==> src/rtl/kss_pkg.sv <==
// ---------------------------------------------------------------------------
// Keypad stepper sequencer package
// Shared item types, register map and field widths.
// ---------------------------------------------------------------------------
package kss_pkg;

	localparam int unsigned CFG_ADDR_W = 3;
	localparam int unsigned CFG_DATA_W = 32;

	localparam logic [0:0] REG_STEP_TICKS = 1'd0;

	localparam logic [1:0] STAGE_IDLE  = 2'd0;
	localparam logic [1:0] STAGE_TENS  = 2'd1;
	localparam logic [1:0] STAGE_UNITS = 2'd2;
	localparam logic [1:0] STAGE_RUN   = 2'd3;

	typedef struct packed {
		logic       command;
		logic [1:0] key_row;
		logic [1:0] key_col;
	} in_item_t;

	typedef struct packed {
		logic [7:0] port_a;
		logic [7:0] port_b;
		logic [1:0] stage;
		logic [3:0] motion;
		logic [6:0] distance;
		logic       finished;
		logic       aborted;
	} out_item_t;

endpackage

==> src/rtl/keypad_stepper_sequencer.sv <==
// ---------------------------------------------------------------------------
// Keypad stepper sequencer
// Wave-drive sequencer for four stepper motors, controlled by keypad and
// tick items.
// ---------------------------------------------------------------------------
//  Channel  Signals                       Direction  Content
//  in       in_valid/in_ready/in_item     into       tick or key press
//  out      out_valid/out_ready/out_item  out of     ports, stage, status
//  cfg      psel/penable/pwrite/paddr...  into       step_ticks at 0x0
//
// One item is taken every cycle while the result is not stalled; its
// result passes the input register and then the result register.
// The state update is combinational between those registers.
// Reset is asynchronous; step_ticks resets to 1 and all state to idle.
// While out_ready is low the result holds and one further item waits in
// the input register.
// ---------------------------------------------------------------------------
module keypad_stepper_sequencer
	import kss_pkg::*;
(
	input  logic                  clk,
	input  logic                  arst_n,
	input  logic                  in_valid,
	output logic                  in_ready,
	input  in_item_t              in_item,
	output logic                  out_valid,
	input  logic                  out_ready,
	output out_item_t             out_item,
	input  logic                  psel,
	input  logic                  penable,
	input  logic                  pwrite,
	input  logic [CFG_ADDR_W-1:0] paddr,
	input  logic [CFG_DATA_W-1:0] pwdata,
	output logic [CFG_DATA_W-1:0] prdata,
	output logic                  pready
);

	logic        valid_s1;
	in_item_t    item_s1;
	logic        out_valid_q;
	out_item_t   result_q;
	out_item_t   result;
	logic        advance;
	logic [15:0] step_ticks;

	assign advance   = valid_s1 && (!out_valid_q || out_ready);
	assign in_ready  = !valid_s1 || advance;
	assign out_valid = out_valid_q;
	assign out_item  = result_q;

	kss_cfg_regs u_cfg (
		.clk        (clk),
		.arst_n     (arst_n),
		.psel       (psel),
		.penable    (penable),
		.pwrite     (pwrite),
		.paddr      (paddr),
		.pwdata     (pwdata),
		.prdata     (prdata),
		.pready     (pready),
		.step_ticks (step_ticks)
	);

	kss_seq_core u_core (
		.clk        (clk),
		.arst_n     (arst_n),
		.advance    (advance),
		.item       (item_s1),
		.step_ticks (step_ticks),
		.result     (result)
	);

	always_ff @(posedge clk or negedge arst_n) begin
		if (!arst_n) begin
			valid_s1    <= 1'b0;
			out_valid_q <= 1'b0;
		end else begin
			if (in_ready) begin
				valid_s1 <= in_valid;
			end
			if (advance) begin
				out_valid_q <= 1'b1;
			end else if (out_ready) begin
				out_valid_q <= 1'b0;
			end
		end
	end

	always_ff @(posedge clk) begin
		if (in_valid && in_ready) begin
			item_s1 <= in_item;
		end
		if (advance) begin
			result_q <= result;
		end
	end

`ifndef SYNTHESIS
	a_abort_ends_run: assert property (@(posedge clk) disable iff (!arst_n)
		out_valid_q && result_q.aborted |-> result_q.finished)
		else $error("aborted item without finished");

	a_finish_idle: assert property (@(posedge clk) disable iff (!arst_n)
		out_valid_q && result_q.finished |-> result_q.stage == STAGE_IDLE)
		else $error("finished item not idle");

	a_ports_quiet: assert property (@(posedge clk) disable iff (!arst_n)
		out_valid_q && result_q.stage != STAGE_RUN
		|-> result_q.port_a == 8'd0 && result_q.port_b == 8'd0)
		else $error("ports driven outside a run");

	a_one_coil: assert property (@(posedge clk) disable iff (!arst_n)
		out_valid_q && result_q.stage == STAGE_RUN
		|-> $onehot({result_q.port_a, result_q.port_b}))
		else $error("run drives other than one coil");

	a_stall_holds: assert property (@(posedge clk) disable iff (!arst_n)
		out_valid_q && !out_ready |=> out_valid_q && $stable(result_q))
		else $error("stalled result changed");
`endif

endmodule

==> src/rtl/kss_cfg_regs.sv <==
// ---------------------------------------------------------------------------
// Configuration registers
// APB-style register file holding the phase hold time in ticks.
// ---------------------------------------------------------------------------
module kss_cfg_regs
	import kss_pkg::*;
(
	input  logic                  clk,
	input  logic                  arst_n,
	input  logic                  psel,
	input  logic                  penable,
	input  logic                  pwrite,
	input  logic [CFG_ADDR_W-1:0] paddr,
	input  logic [CFG_DATA_W-1:0] pwdata,
	output logic [CFG_DATA_W-1:0] prdata,
	output logic                  pready,
	output logic [15:0]           step_ticks
);

	logic [15:0] step_ticks_q;
	logic        sel_step;

	assign sel_step   = (paddr[2] == REG_STEP_TICKS);
	assign pready     = 1'b1;
	assign step_ticks = step_ticks_q;

	always_ff @(posedge clk or negedge arst_n) begin
		if (!arst_n) begin
			step_ticks_q <= 16'd1;
		end else if (psel && penable && pwrite && sel_step) begin
			step_ticks_q <= pwdata[15:0];
		end
	end

	always_comb begin
		prdata = '0;
		if (sel_step) begin
			prdata = {16'd0, step_ticks_q};
		end
	end

endmodule

==> src/rtl/kss_seq_core.sv <==
// ---------------------------------------------------------------------------
// Sequencer core
// Key decoding, entry state machine, phase and rotation counting and the
// wave-drive pattern for one item.
// ---------------------------------------------------------------------------
module kss_seq_core
	import kss_pkg::*;
(
	input  logic        clk,
	input  logic        arst_n,
	input  logic        advance,
	input  in_item_t    item,
	input  logic [15:0] step_ticks,
	output out_item_t   result
);

	typedef enum logic [1:0] {
		ST_IDLE  = 2'd0,
		ST_TENS  = 2'd1,
		ST_UNITS = 2'd2,
		ST_RUN   = 2'd3
	} state_t;

	state_t      state_q, state_n;
	logic [2:0]  motion_q, motion_n;
	logic [3:0]  tens_q, tens_n;
	logic [6:0]  distance_q, distance_n;
	logic [1:0]  phase_q, phase_n;
	logic [6:0]  rotation_q, rotation_n;
	logic [15:0] tick_q, tick_n;

	logic        key_ok;
	logic [3:0]  key_val;
	logic        is_key;
	logic [15:0] limit;
	logic [16:0] held;
	logic        fin, abt;
	logic [3:0]  nib;
	logic [7:0]  pat;

	assign is_key = item.command;
	assign limit  = (step_ticks == 16'd0) ? 16'd1 : step_ticks;
	assign held   = {1'b0, tick_q} + 17'd1;

	always_comb begin
		key_ok  = 1'b0;
		key_val = 4'd0;
		if (item.key_row != 2'd3 && item.key_col != 2'd3) begin
			key_ok  = 1'b1;
			key_val = 4'({item.key_row, 1'b0}) + 4'(item.key_row)
				+ 4'(item.key_col) + 4'd1;
		end else if (item.key_row == 2'd3 && item.key_col == 2'd1) begin
			key_ok  = 1'b1;
			key_val = 4'd0;
		end
	end

	always_comb begin
		state_n    = state_q;
		motion_n   = motion_q;
		tens_n     = tens_q;
		distance_n = distance_q;
		phase_n    = phase_q;
		rotation_n = rotation_q;
		tick_n     = tick_q;
		fin        = 1'b0;
		abt        = 1'b0;
		unique case (state_q)
			ST_IDLE: begin
				if (is_key && key_ok && key_val >= 4'd1 && key_val <= 4'd8) begin
					motion_n = 3'(key_val - 4'd1);
					state_n  = ST_TENS;
				end
			end
			ST_TENS: begin
				if (is_key && key_ok) begin
					tens_n  = key_val;
					state_n = ST_UNITS;
				end
			end
			ST_UNITS: begin
				if (is_key && key_ok) begin
					distance_n = 7'({tens_q, 3'b000}) + 7'({tens_q, 1'b0})
						+ 7'(key_val);
					phase_n    = 2'd0;
					rotation_n = 7'd0;
					tick_n     = 16'd0;
					state_n    = ST_RUN;
				end
			end
			ST_RUN: begin
				if (is_key) begin
					if (key_ok && key_val == 4'd9) begin
						state_n = ST_IDLE;
						fin     = 1'b1;
						abt     = 1'b1;
					end
				end else if (held >= {1'b0, limit}) begin
					tick_n = 16'd0;
					if (phase_q == 2'd3) begin
						phase_n = 2'd0;
						if (rotation_q >= distance_q) begin
							state_n = ST_IDLE;
							fin     = 1'b1;
						end else begin
							rotation_n = rotation_q + 7'd1;
						end
					end else begin
						phase_n = phase_q + 2'd1;
					end
				end else begin
					tick_n = held[15:0];
				end
			end
			default: begin
				state_n = ST_IDLE;
			end
		endcase
	end

	always_comb begin
		nib = motion_n[0] ? (4'b1000 >> phase_n) : (4'b0001 << phase_n);
		pat = motion_n[1] ? {nib, 4'b0000} : {4'b0000, nib};
		result.port_a   = 8'd0;
		result.port_b   = 8'd0;
		if (state_n == ST_RUN) begin
			if (motion_n[2]) begin
				result.port_b = pat;
			end else begin
				result.port_a = pat;
			end
		end
		result.stage    = 2'(state_n);
		result.motion   = (state_n == ST_IDLE) ? 4'd0 : {1'b0, motion_n} + 4'd1;
		result.distance = distance_n;
		result.finished = fin;
		result.aborted  = abt;
	end

	always_ff @(posedge clk or negedge arst_n) begin
		if (!arst_n) begin
			state_q    <= ST_IDLE;
			motion_q   <= 3'd0;
			tens_q     <= 4'd0;
			distance_q <= 7'd0;
			phase_q    <= 2'd0;
			rotation_q <= 7'd0;
			tick_q     <= 16'd0;
		end else if (advance) begin
			state_q    <= state_n;
			motion_q   <= motion_n;
			tens_q     <= tens_n;
			distance_q <= distance_n;
			phase_q    <= phase_n;
			rotation_q <= rotation_n;
			tick_q     <= tick_n;
		end
	end

endmodule
==> config.mk <==
export PLATFORM = sky130hd
export DESIGN_NAME = keypad_stepper_sequencer
export DESIGN_NICKNAME = d
export VERILOG_FILES = /design/src/rtl/kss_pkg.sv /design/src/rtl/keypad_stepper_sequencer.sv /design/src/rtl/kss_cfg_regs.sv /design/src/rtl/kss_seq_core.sv
export SDC_FILE = /design/constraint.sdc
export NUM_CORES = 1
export LEC_CHECK = 0
export BUFFER_PORTS_ARGS = -buffer_cell sky130_fd_sc_hd__buf_4
export CAP_MARGIN = 20
export CORE_ASPECT_RATIO = 1.2
export CORE_UTILIZATION = 58
export CTS_BUF_LIST = sky130_fd_sc_hd__clkbuf_2 sky130_fd_sc_hd__clkbuf_4 sky130_fd_sc_hd__clkbuf_8
export DETAILED_ROUTE_END_ITERATION = 6
export PLACE_DENSITY_LB_ADDON = 0.2
export SYNTH_ARGS = -nofsm -noshare
export SYNTH_HDL_FRONTEND = slang
export SYNTH_HIERARCHICAL = 1
export SYNTH_SLANG_ARGS = --single-unit
==> constraint.sdc <==
create_clock -name clk -period 4.26 [get_ports clk]
set_input_delay 0.852 -clock clk [delete_from_list [all_inputs] [get_ports clk]]
set_output_delay 0.852 -clock clk [all_outputs]
set_load 0.005 [all_outputs]
==> impl_metrics.toml <==
[power]
leakage_nw = 3.14
irDropWorstVdd_mv = 0.204
power.density_mw_per_mm2 = 498
totalPowerFinal_w = 0.00332

[setup_path]
required_ns = 4.37
start_kind = "flop"
path_common_cell = "nand3_1"
crit_family = "compound AO/OA/AOI/OAI gates"
worstPathCellList = "nand3_1 > nor2_1 > nand3_1 > nor2_2 > nand2_1 > xnor2_1 > ha_1 > and4_1 > nand3_1 > a2111oi_4 > buf_4 > a2111oi_4 > a21o_2 > a311oi_4 > buf_4 > a21o_2 > o22ai_1"
end_kind = "flop"
crit_slowest_cell = "dfrtp_1"
path_buf_inv = 2
cp.arrival_ns = 4.09
rr_startpoint = "u_core/tick_q[0]"
worst-setup-path-type = "flop to flop"
path_max_fanout = 8
crit_start = "u_core/tick_q[0]"
slowest_delay_ns = 0.43

[timing]
setup_ws_ns = 0.287
slew_headroom = 0.405
finalHoldViolations = 0
period_needed_ns = 3.97
slew_viol_final = 0
hold_ws_ns = 0.513
rsz0062_at_grt = "false"
tightestPinTransition_ns = 0.883
setup_viol = 0
fin_worst_skew_ns = 0.00957
max_freq_ghz = 0.252
finalCritPeriodShare = 0.933
setup-tns-final_ns = 0

[final_layout]
areaGrowthSynthToFinish_pct = 17.0
n_fill_cell = 731
regArea_mm2 = 0.00256
nets = 692
drive_above_1_share = 0.268
instances_no_fill = 731
multi_input_area_mm2 = 0.00291
diodes = 0

[hold_path]
min_from = "u_core/motion_q[2]"
hold_class = "flop to flop"

[global_route]
grt_pass1_vias = 4131
grt_first_pass_wirelength_um = 19100
grt_max_degree = 60
overflow = 0
antenna_found_initial = 0
grtUsageTotal = 0.237

[status]
outcome = "finished clean"

[place]
portBuffers = 77
place_inst = 715
dp_slack_ns = 0.125
hpwl_um = 8390
gp_congestion = 0.851

[floorplanning]
num_rows = 39
initial_utilization = 0.598
die_area_mm2 = 0.0102
die_height_um = 111
die_w_um = 92.4
ioPinCount = 113
fp.coreArea_mm2 = 0.00952

[clock_tree]
cts_tree = "done"
clock_sinks = 95
cts_max_path_buffers = 2
cts_buffers = 9
cts.repair.resized = 0
holdBufCountCts = 0
cts_root_buf = "clkbuf_8"
clkSlewWorstSetupHoldPaths_ns = 0.09
htree_levels = 3
clk_latency_ns = 0.37
postCtsSetupRepairBufs = 0

[logic_synthesis]
synth-async-reset-ratio = 0.621
ys_seq_area_frac = 0.450
ys.flop_type = "dfrtp_1"
ys_types = 68
syn_inst = 521
yosysWarnings = 6
synth_area_mm2 = 0.00569
synth_top_cell_by_area = "dfrtp_1"
synthTopCellsByArea = "dfrtp_1 (26%), edfxtp_1 (19%), ha_1 (8.4%)"
synth_top_area_frac = 0.255
synth.ff_latch_count = 95
synth_edf_count = 36
syn_avg_cell_area_um2 = 10.9

[drt]
via_per_inst = 5.71
ant_nets = 0
drtPass1Iterations = 5
avgRoutedWirePerCell_um = 15.5
drt-initial-drc-count = 217
post-route-drc-count = 0
wirelength_um = 11300
num_vias = 4172

[job]
drv_cap = 0
## power by group
group          leakage (nW)  internal, W  switching (W)
Sequential             1.10      0.00118       0.000161
Clock                 0.117     0.000372       0.000318
Combinational          1.92     0.000586       0.000699
Total                  3.14      0.00214        0.00118
## worst register-to-register path: stages, from the launching register on
cell	delay [ns]
dfrtp_1	0.43
nand3_1	0.17
nor2_1	0.17
nand3_1	0.14
nor2_2	0.21
nand2_1	0.11
xnor2_1	0.17
ha_1	0.33
and4_1	0.20
nand3_1	0.17
a2111oi_4	0.35
buf_4	0.18
a2111oi_4	0.05
a21o_2	0.22
a311oi_4	0.34
buf_4	0.18
a21o_2	0.17
o22ai_1	0.12
## placed cells by master (no fill, tap or decap), types with 3 or more instances in the layout
| cell | netlist | routed |
|---|---|---|
| a2111oi_4 | 1 | 3 |
| a21o_1 | 8 | 8 |
| a21oi_1 | 18 | 17 |
| a22o_1 | 12 | 12 |
| a31oi_1 | 6 | 5 |
| and2_1 | 5 | 4 |
| and2b_1 | 7 | 7 |
| and3_1 | 8 | 7 |
| buf_4 | 19 | 88 |
| clkbuf_8 | 0 | 11 |
| conb_1 | 2 | 17 |
| dfrtp_1 | 58 | 57 |
| edfxtp_1 | 36 | 36 |
| fa_1 | 4 | 4 |
| ha_1 | 38 | 37 |
| inv_1 | 37 | 37 |
| mux2_2 | 20 | 20 |
| mux2_4 | 10 | 10 |
| nand2_1 | 32 | 32 |
| nand2b_1 | 5 | 5 |
| nand3_1 | 23 | 23 |
| nand4_1 | 3 | 3 |
| nor2_1 | 23 | 22 |
| nor2b_1 | 13 | 13 |
| nor3_1 | 3 | 3 |
| nor3b_1 | 3 | 3 |
| nor4_1 | 4 | 4 |
| o211ai_1 | 3 | 3 |
| o21ai_0 | 23 | 22 |
| o22ai_1 | 16 | 16 |
| or3_1 | 5 | 4 |
| xnor2_1 | 10 | 10 |
| xor2_1 | 9 | 9 |
## stage by stage
step	util	instance area, µm²
5_1_grt	0.700	6660
3_5_place_dp	0.667	6350
2_1_floorplan	-	5750
4_1_cts	0.692	6580
6_report	0.700	6660
3_3_place_gp	0.667	6350
## cell families (layout without fill, tap and decap cells)
logic type / count (synthesis) / in the layout / synth area share
flip-flops: 95 / 95 / 0.450
AO/OA/AOI/OAI: 120 / 120 / 0.152
adder cells (fa/ha/maj): 42 / 42 / 0.0976
other: 2 / 17 / 0.00132
multiplexers: 32 / 32 / 0.0695
buffers and inverters: 69 / 141 / 0.0624
XOR/XNOR: 19 / 19 / 0.0292
AND/OR/NAND/NOR: 142 / 142 / 0.138
## synthesized netlist by cell type (3+ instances only)
library cell	number
o22ai_1	16
a21oi_1	18
dfrtp_1	58
fa_1	4
a31oi_1	6
mux2_4	10
a22o_1	12
buf_6	3
nor3_1	3
nor2b_1	13
nand2b_1	5
xnor2_1	10
buf_4	19
nand2_1	32
inv_1	37
or3_1	5
o21ai_0	23
a21o_1	8
nand4_1	3
xor2_1	9
nor3b_1	3
edfxtp_1	36
and2_1	5
and2b_1	7
nand3_1	23
mux2_2	20
and3_1	8
ha_1	38
nor2_1	23
o211ai_1	3
nor4_1	4
clkbuf_1	7
## state kept, by name, summed over array words and instances (netlist names)
signal             cells
item_s1                5
out_item              31
u_cfg/step_ticks      16
out_valid              1
u_core/tick_q         16
u_core/distance_q      7
u_core/rotation_q      7
u_core/phase_q         2
u_core/state_q         2
u_core/motion_q        3
valid_s1               1
u_core/tens_q          4
## worst paths after layout
| check | end | slack, ns | cells past startpoint |
|---|---|---|---|
| hold / removal | u_core/motion_q[2] | 0.51 | 1 |
| setup reg to reg | out_item[23] | 0.29 | 17 |
| setup / recovery | out_item[23] | 0.29 | 17 |
| min in group asynchronous | u_core/distance_q[4] | 0.55 | 1 |
| hold reg to reg | u_core/motion_q[2] | 0.51 | 1 |
| max in group asynchronous | u_core/tick_q[2] | 3.17 | 1 |
## routing by layer
layer / track usage / routed length, µm / vias up
met5: 0 / 0 / -
met4: 0.0854 / 230 / 0
met3: 0.0434 / 438 / 17
met2: 0.427 / 6210 / 125
met1: 0.277 / 4460 / 2004
li1: - / - / 2026
## cell type report
cell class | count | area share
multi-input combinational | 372 | 0.437
sequential | 95 | 0.384
timing repair buffer | 88 | 0.0992
clock buffer | 12 | 0.0239
tap | 123 | 0.0231
inverter | 37 | 0.0208
clock inverter | 4 | 0.0115
Power figures use the tool's default switching activity.
